==> src/design/audio_frame_mixer_with_level_assert.svh <==
// Assertion helpers used by the mixer controller.
`ifndef AUDIO_FRAME_MIXER_WITH_LEVEL_ASSERT_SVH
`define AUDIO_FRAME_MIXER_WITH_LEVEL_ASSERT_SVH

// Same-cycle implication, disabled while reset is active.
`define AFML_ASSERT_NOW(lbl, c, r, ante, cons, msg) \
    lbl: assert property (@(posedge c) disable iff (!r) (ante) |-> (cons)) else $error(msg);

// Next-cycle implication, disabled while reset is active.
`define AFML_ASSERT_NEXT(lbl, c, r, ante, cons, msg) \
    lbl: assert property (@(posedge c) disable iff (!r) (ante) |=> (cons)) else $error(msg);

`endif

==> src/design/afml_pkg.sv <==
package afml_pkg;

    // Default frame length; must be a power of two.
    localparam int FRAME_SAMPLES_DEF = 256;

    // Configuration register indexes.
    localparam logic REG_MASTER_GAIN  = 1'b0;
    localparam logic REG_LEVEL_ENABLE = 1'b1;

    // Item modes.
    localparam logic [1:0] MODE_MIX   = 2'd0;
    localparam logic [1:0] MODE_LEVEL = 2'd1;
    localparam logic [1:0] MODE_DRAIN = 2'd2;
    localparam logic [1:0] MODE_NOP   = 2'd3;

    // Level meter constants.
    localparam logic [16:0] DB_PER_OCTAVE_Q16 = 17'd98642;
    localparam logic [24:0] FULL_SCALE_DB_Q16 = 25'd2959237;
    localparam logic signed [24:0] LEVEL_FLOOR = -25'sd10240;
    localparam logic signed [24:0] LEVEL_CEIL  = 25'sd400;
    localparam logic [30:0] MEAN_SMALL = 31'd5;

    // Commands from the controller to the datapath.
    typedef struct packed {
        logic load_item;
        logic cnt_clr;
        logic cnt_inc;
        logic clr_wr;
        logic mx_rd;
        logic mx_mul;
        logic mx_wr;
        logic dr_rd;
        logic dr_wr;
        logic lv_rd;
        logic acc_clr;
        logic lv_mean;
        logic norm_shift;
        logic seed;
        logic iter;
        logic db;
        logic fin;
        logic hold_zero;
        logic finish;
    } ctrl_cmd_t;

    // Status from the datapath to the controller.
    typedef struct packed {
        logic cnt_last;
        logic iter_last;
        logic pipe_busy;
        logic x_msb;
        logic small_mean;
    } dp_status_t;

endpackage

==> src/design/afml_ctrl.sv <==
`include "audio_frame_mixer_with_level_assert.svh"

module afml_ctrl
    import afml_pkg::*;
(
    input  logic       clk,
    input  logic       rst_n,
    input  logic       start,
    input  logic [1:0] mode,
    input  logic       level_enable,
    input  dp_status_t st,
    output ctrl_cmd_t  cmd,
    output logic       busy,
    output logic       result_valid
);

    localparam logic [3:0] S_CLEAR    = 4'd0;
    localparam logic [3:0] S_IDLE     = 4'd1;
    localparam logic [3:0] S_MX_RD    = 4'd2;
    localparam logic [3:0] S_MX_MUL   = 4'd3;
    localparam logic [3:0] S_MX_WR    = 4'd4;
    localparam logic [3:0] S_DR_RD    = 4'd5;
    localparam logic [3:0] S_DR_WR    = 4'd6;
    localparam logic [3:0] S_LV_WALK  = 4'd7;
    localparam logic [3:0] S_LV_FLUSH = 4'd8;
    localparam logic [3:0] S_LV_MEAN  = 4'd9;
    localparam logic [3:0] S_LV_NORM  = 4'd10;
    localparam logic [3:0] S_LV_ITER  = 4'd11;
    localparam logic [3:0] S_LV_DB    = 4'd12;
    localparam logic [3:0] S_LV_FIN   = 4'd13;
    localparam logic [3:0] S_LV_OFF   = 4'd14;
    localparam logic [3:0] S_NOP      = 4'd15;

    logic [3:0] state_reg;
    logic [3:0] state_next;
    logic       done_reg;

    // Next state and datapath commands.
    always_comb
    begin
        state_next = state_reg;
        cmd        = '0;
        unique case (state_reg)
            S_CLEAR:
            begin
                cmd.clr_wr  = 1'b1;
                cmd.cnt_inc = 1'b1;
                if (st.cnt_last)
                begin
                    cmd.cnt_inc = 1'b0;
                    cmd.cnt_clr = 1'b1;
                    state_next  = S_IDLE;
                end
            end
            S_IDLE:
            begin
                if (start)
                begin
                    cmd.load_item = 1'b1;
                    unique case (mode)
                        MODE_MIX:   state_next = S_MX_RD;
                        MODE_DRAIN: state_next = S_DR_RD;
                        MODE_LEVEL:
                        begin
                            cmd.cnt_clr = 1'b1;
                            cmd.acc_clr = 1'b1;
                            state_next  = level_enable ? S_LV_WALK : S_LV_OFF;
                        end
                        default:    state_next = S_NOP;
                    endcase
                end
            end
            S_MX_RD:
            begin
                cmd.mx_rd  = 1'b1;
                state_next = S_MX_MUL;
            end
            S_MX_MUL:
            begin
                cmd.mx_mul = 1'b1;
                state_next = S_MX_WR;
            end
            S_MX_WR:
            begin
                cmd.mx_wr  = 1'b1;
                cmd.finish = 1'b1;
                state_next = S_IDLE;
            end
            S_DR_RD:
            begin
                cmd.dr_rd  = 1'b1;
                state_next = S_DR_WR;
            end
            S_DR_WR:
            begin
                cmd.dr_wr  = 1'b1;
                cmd.finish = 1'b1;
                state_next = S_IDLE;
            end
            S_LV_WALK:
            begin
                cmd.lv_rd   = 1'b1;
                cmd.cnt_inc = 1'b1;
                if (st.cnt_last)
                begin
                    state_next = S_LV_FLUSH;
                end
            end
            S_LV_FLUSH:
            begin
                if (!st.pipe_busy)
                begin
                    state_next = S_LV_MEAN;
                end
            end
            S_LV_MEAN:
            begin
                cmd.lv_mean = 1'b1;
                state_next  = S_LV_NORM;
            end
            S_LV_NORM:
            begin
                priority if (st.small_mean)
                begin
                    state_next = S_LV_FIN;
                end
                else if (st.x_msb)
                begin
                    cmd.seed   = 1'b1;
                    state_next = S_LV_ITER;
                end
                else
                begin
                    cmd.norm_shift = 1'b1;
                end
            end
            S_LV_ITER:
            begin
                cmd.iter = 1'b1;
                if (st.iter_last)
                begin
                    state_next = S_LV_DB;
                end
            end
            S_LV_DB:
            begin
                cmd.db     = 1'b1;
                state_next = S_LV_FIN;
            end
            S_LV_FIN:
            begin
                cmd.fin    = 1'b1;
                cmd.finish = 1'b1;
                state_next = S_IDLE;
            end
            S_LV_OFF:
            begin
                cmd.hold_zero = 1'b1;
                cmd.finish    = 1'b1;
                state_next    = S_IDLE;
            end
            S_NOP:
            begin
                cmd.finish = 1'b1;
                state_next = S_IDLE;
            end
            default:
            begin
                state_next = S_IDLE;
            end
        endcase
    end

    // State register and result strobe.
    always_ff @(posedge clk or negedge rst_n)
    begin
        if (!rst_n)
        begin
            state_reg <= S_CLEAR;
            done_reg  <= 1'b0;
        end
        else
        begin
            state_reg <= state_next;
            done_reg  <= cmd.finish;
        end
    end

    assign busy         = (state_reg != S_IDLE);
    assign result_valid = done_reg;

    // Every finished item gives one result in the next cycle.
    `AFML_ASSERT_NEXT(a_finish_gives_result, clk, rst_n, cmd.finish, done_reg, "finish without result")
    // A result is shown only once the controller is back in idle.
    `AFML_ASSERT_NOW(a_result_in_idle, clk, rst_n, done_reg, state_reg == S_IDLE, "result outside idle")
    // The clearing pass runs to its last entry.
    `AFML_ASSERT_NEXT(a_clear_runs, clk, rst_n, state_reg == S_CLEAR && !st.cnt_last, state_reg == S_CLEAR, "clear cut short")
    // The log stage starts only with the frame sum complete.
    `AFML_ASSERT_NOW(a_mean_after_flush, clk, rst_n, cmd.lv_mean, !st.pipe_busy, "mean taken early")

endmodule
==> config.mk <==
export PLATFORM = sky130hd
export DESIGN_NAME = afml_ctrl
export DESIGN_NICKNAME = d
export VERILOG_FILES = /design/src/design/afml_pkg.sv /design/src/design/afml_ctrl.sv
export VERILOG_INCLUDE_DIRS = /design/src /design/src/design
export SDC_FILE = /design/constraint.sdc
export NUM_CORES = 1
export LEC_CHECK = 0
export ABC_AREA = 1
export ABC_CLOCK_PERIOD_IN_PS = 3500
export BUFFER_PORTS_ARGS = -buffer_cell sky130_fd_sc_hd__buf_4
export CAP_MARGIN = 0
export CORE_UTILIZATION = 45
export CTS_CLUSTER_SIZE = 8
export DETAILED_ROUTE_END_ITERATION = 8
export PLACE_DENSITY = 0.8
export REMOVE_ABC_BUFFERS = 1
export SYNTH_ARGS = -nofsm -noshare
export SYNTH_HDL_FRONTEND = slang
export SYNTH_SLANG_ARGS = --single-unit
==> constraint.sdc <==
create_clock -name clk -period 3.5 [get_ports clk]
set_clock_uncertainty 0.15 [all_clocks]
set_input_delay 0.7 -clock clk [delete_from_list [all_inputs] [get_ports clk]]
set_output_delay 0.7 -clock clk [all_outputs]
set_load 0.02 [all_outputs]
==> impl_metrics.json <==
{
  "status": "completed",
  "grt_use_total": 0.277,
  "drtPass1Iterations": 4,
  "clockBufferDepth": 2,
  "power.share.combinational": 0.722,
  "critPathArrivalTime_ns": 1.57,
  "cts_tree": "built",
  "insertion_delay_ns": 0.26,
  "async_flop_share": 1.00,
  "start_kind": "flip-flop",
  "cts_root_buf": "clkbuf_4",
  "grt_overflow": 0,
  "synth-seq-area-share": 0.204,
  "setup_ws_ns": 1.08,
  "syn2layout_area_growth_pct": 45.0,
  "drc_errors": 0,
  "ys_types": 14,
  "drive_gt1_frac": 0.327,
  "slew_headroom": 0.814,
  "core_um2": 1190,
  "yosysTopAreaCell": "nand2_1",
  "p_int_mw": 0.328,
  "viasPerCell": 4.95,
  "ios": 32,
  "max_stage_delay_ns": 0.46,
  "cp_cell_sequence": "nor2_2 -> nand2_1 -> nor2_1 -> nand2_1 -> nand2_1 -> buf_4",
  "die-area_um2": 1520,
  "synth_seq_cells": 5,
  "peakVddDrop_mv": 0.428,
  "grt_pass1_wl_um": 2750,
  "antenna_left": 0,
  "io_buffers": 31,
  "period_share": 0.692,
  "dr_total_vias": 827,
  "cts_resized": 0,
  "routedWlPerCell_um": 10.4,
  "synth_flop_cell": "dfrtp_1",
  "std_cell_rows": 12,
  "p_seq_frac": 0.179,
  "grt_setup_unrepaired": "false",
  "cp_num_buf_inv": 1,
  "critical_path.top_delay_family": "simple AND/OR/NAND/NOR gates",
  "cts.sinks": 5,
  "r2r_setup_slack_ns": 1.96,
  "postCtsSetupBuffers": 0,
  "antenna_found_initial": 0,
  "power.total_mw": 0.755,
  "fillers": 113,
  "yosysMostFrequentCell": "nand2_1",
  "largest_register_ff_count": 4,
  "antenna_cells": 0,
  "start_util": 0.518,
  "worst_pin_slew_ns": 0.279,
  "tns_ns": 0,
  "hold_path_class": "in -> async",
  "worst_path_most_repeated_cell": "nand2_1",
  "finalCriticalPeriod_ns": 2.42,
  "p_switching_mw": 0.427,
  "wl_um": 1740,
  "dp_hpwl_um": 1460,
  "grt_pass1_vias": 686,
  "cp.required_ns": 2.65,
  "clk_pin_slew_ns": 0.05,
  "netlist_instances": 118,
  "crit_slowest_cell": "dfrtp_1",
  "maxCapViolations": 0,
  "setup_viol": 0,
  "fmaxAchievable_mhz": 413,
  "critPathMaxFanout": 7,
  "post-place-ws_ns": 1.34,
  "numCtsBuffers": 3,
  "synth_edf_count": 0,
  "dieWidth_um": 39.0,
  "yosysTopAreaCellShare": 0.263,
  "final_max_slew_viol_count": 0,
  "ys_top_cells_by_count": "nand2_1 (43), inv_1 (22), nor2_1 (18)",
  "cts-hold-fix-buffers": 0,
  "die_y_um": 39.0,
  "yosysWarnings": 0,
  "p_leak_nw": 0.621,
  "clkPwrFrac": 0.099,
  "grt_max_degree": 8,
  "hold_violations": 0,
  "fin_nets": 165,
  "drtIter0Drc": 36,
  "p_sw_frac": 0.566,
  "critPathKind": "reg -> out",
  "syn_area_per_cell_um2": 5.21,
  "place_congestion": 0.916,
  "final_cell_area_um2": 891,
  "htreeDepth": 1,
  "finish.utilization": 0.751,
  "powerDensity_nw_per_um2": 847,
  "dpl-instance-area_um2": 865,
  "end_kind": "output pin",
  "synth.area.top_cells": "nand2_1 (26%), dfrtp_1 (20%), inv_1 (13%), nor2_1 (11%), nor2_2 (7.1%)",
  "synth_area_um2": 614
}
==> through the flow <==
stage | std cells | hold slack [ns]
after floorplan | 118 | 0.254
after global placement | 163 | 0.352
after detailed placement | 163 | 0.359
after CTS | 167 | 0.0901
after global routing | 167 | 0.0793
final | 167 | 0.0812
==> layer usage <==
metal / share of wire / track usage
met5: 0 / 0
met4: 0.021 / 0.121
met3: 0.090 / 0.0983
met2: 0.47 / 0.454
met1: 0.42 / 0.319
==> power by group through the flow <==
stage	clock, mW	sequential [mW]	combinational, mW
CTS	0.0730	0.135	0.543
finish	0.0750	0.135	0.545
global placement	0	0.134	0.534
detailed placement	0	0.136	0.539
floorplan	0	0.133	0.369
global route	0.0782	0.140	0.603
==> cells by family (layout without fill, tap and decap cells) <==
logic type	after synthesis	in the layout	synth area share
flops	5	5	0.204
simple gates	82	82	0.593
buf+inv	25	60	0.153
compound gates	6	6	0.0509
==> placed cells by master, fill, tap and decap left out, drive strengths merged <==
cell type and instances:
nor2 26, clkbuf 4, a21oi 2, buf 31, nand3 9, o22ai 1
dfrtp 5, inv 25, nand2 46, o21ai 3, nand4 1
==> layout make-up <==
type,instances,area [µm²],area share
clock buffer,4,26.3,0.0295
inverter,25,93.8,0.105
multi-input combinational,88,395,0.444
sequential,5,125,0.140
tap,14,17.5,0.0197
timing repair buffer,31,233,0.261
==> final timing paths <==
check / endpoint / from / cells past startpoint
worst max-delay path: cmd[17] / state_reg[3] / 6
worst min-delay path: state_reg[2] / rst_n / 1
worst max register to register: state_reg[0] / state_reg[3] / 7
worst min register to register: state_reg[1] / state_reg[1] / 2
max in group asynchronous: state_reg[0] / rst_n / 1
min in group clk: state_reg[1] / state_reg[1] / 2
Note: power is estimated with default switching activity, not from simulation.
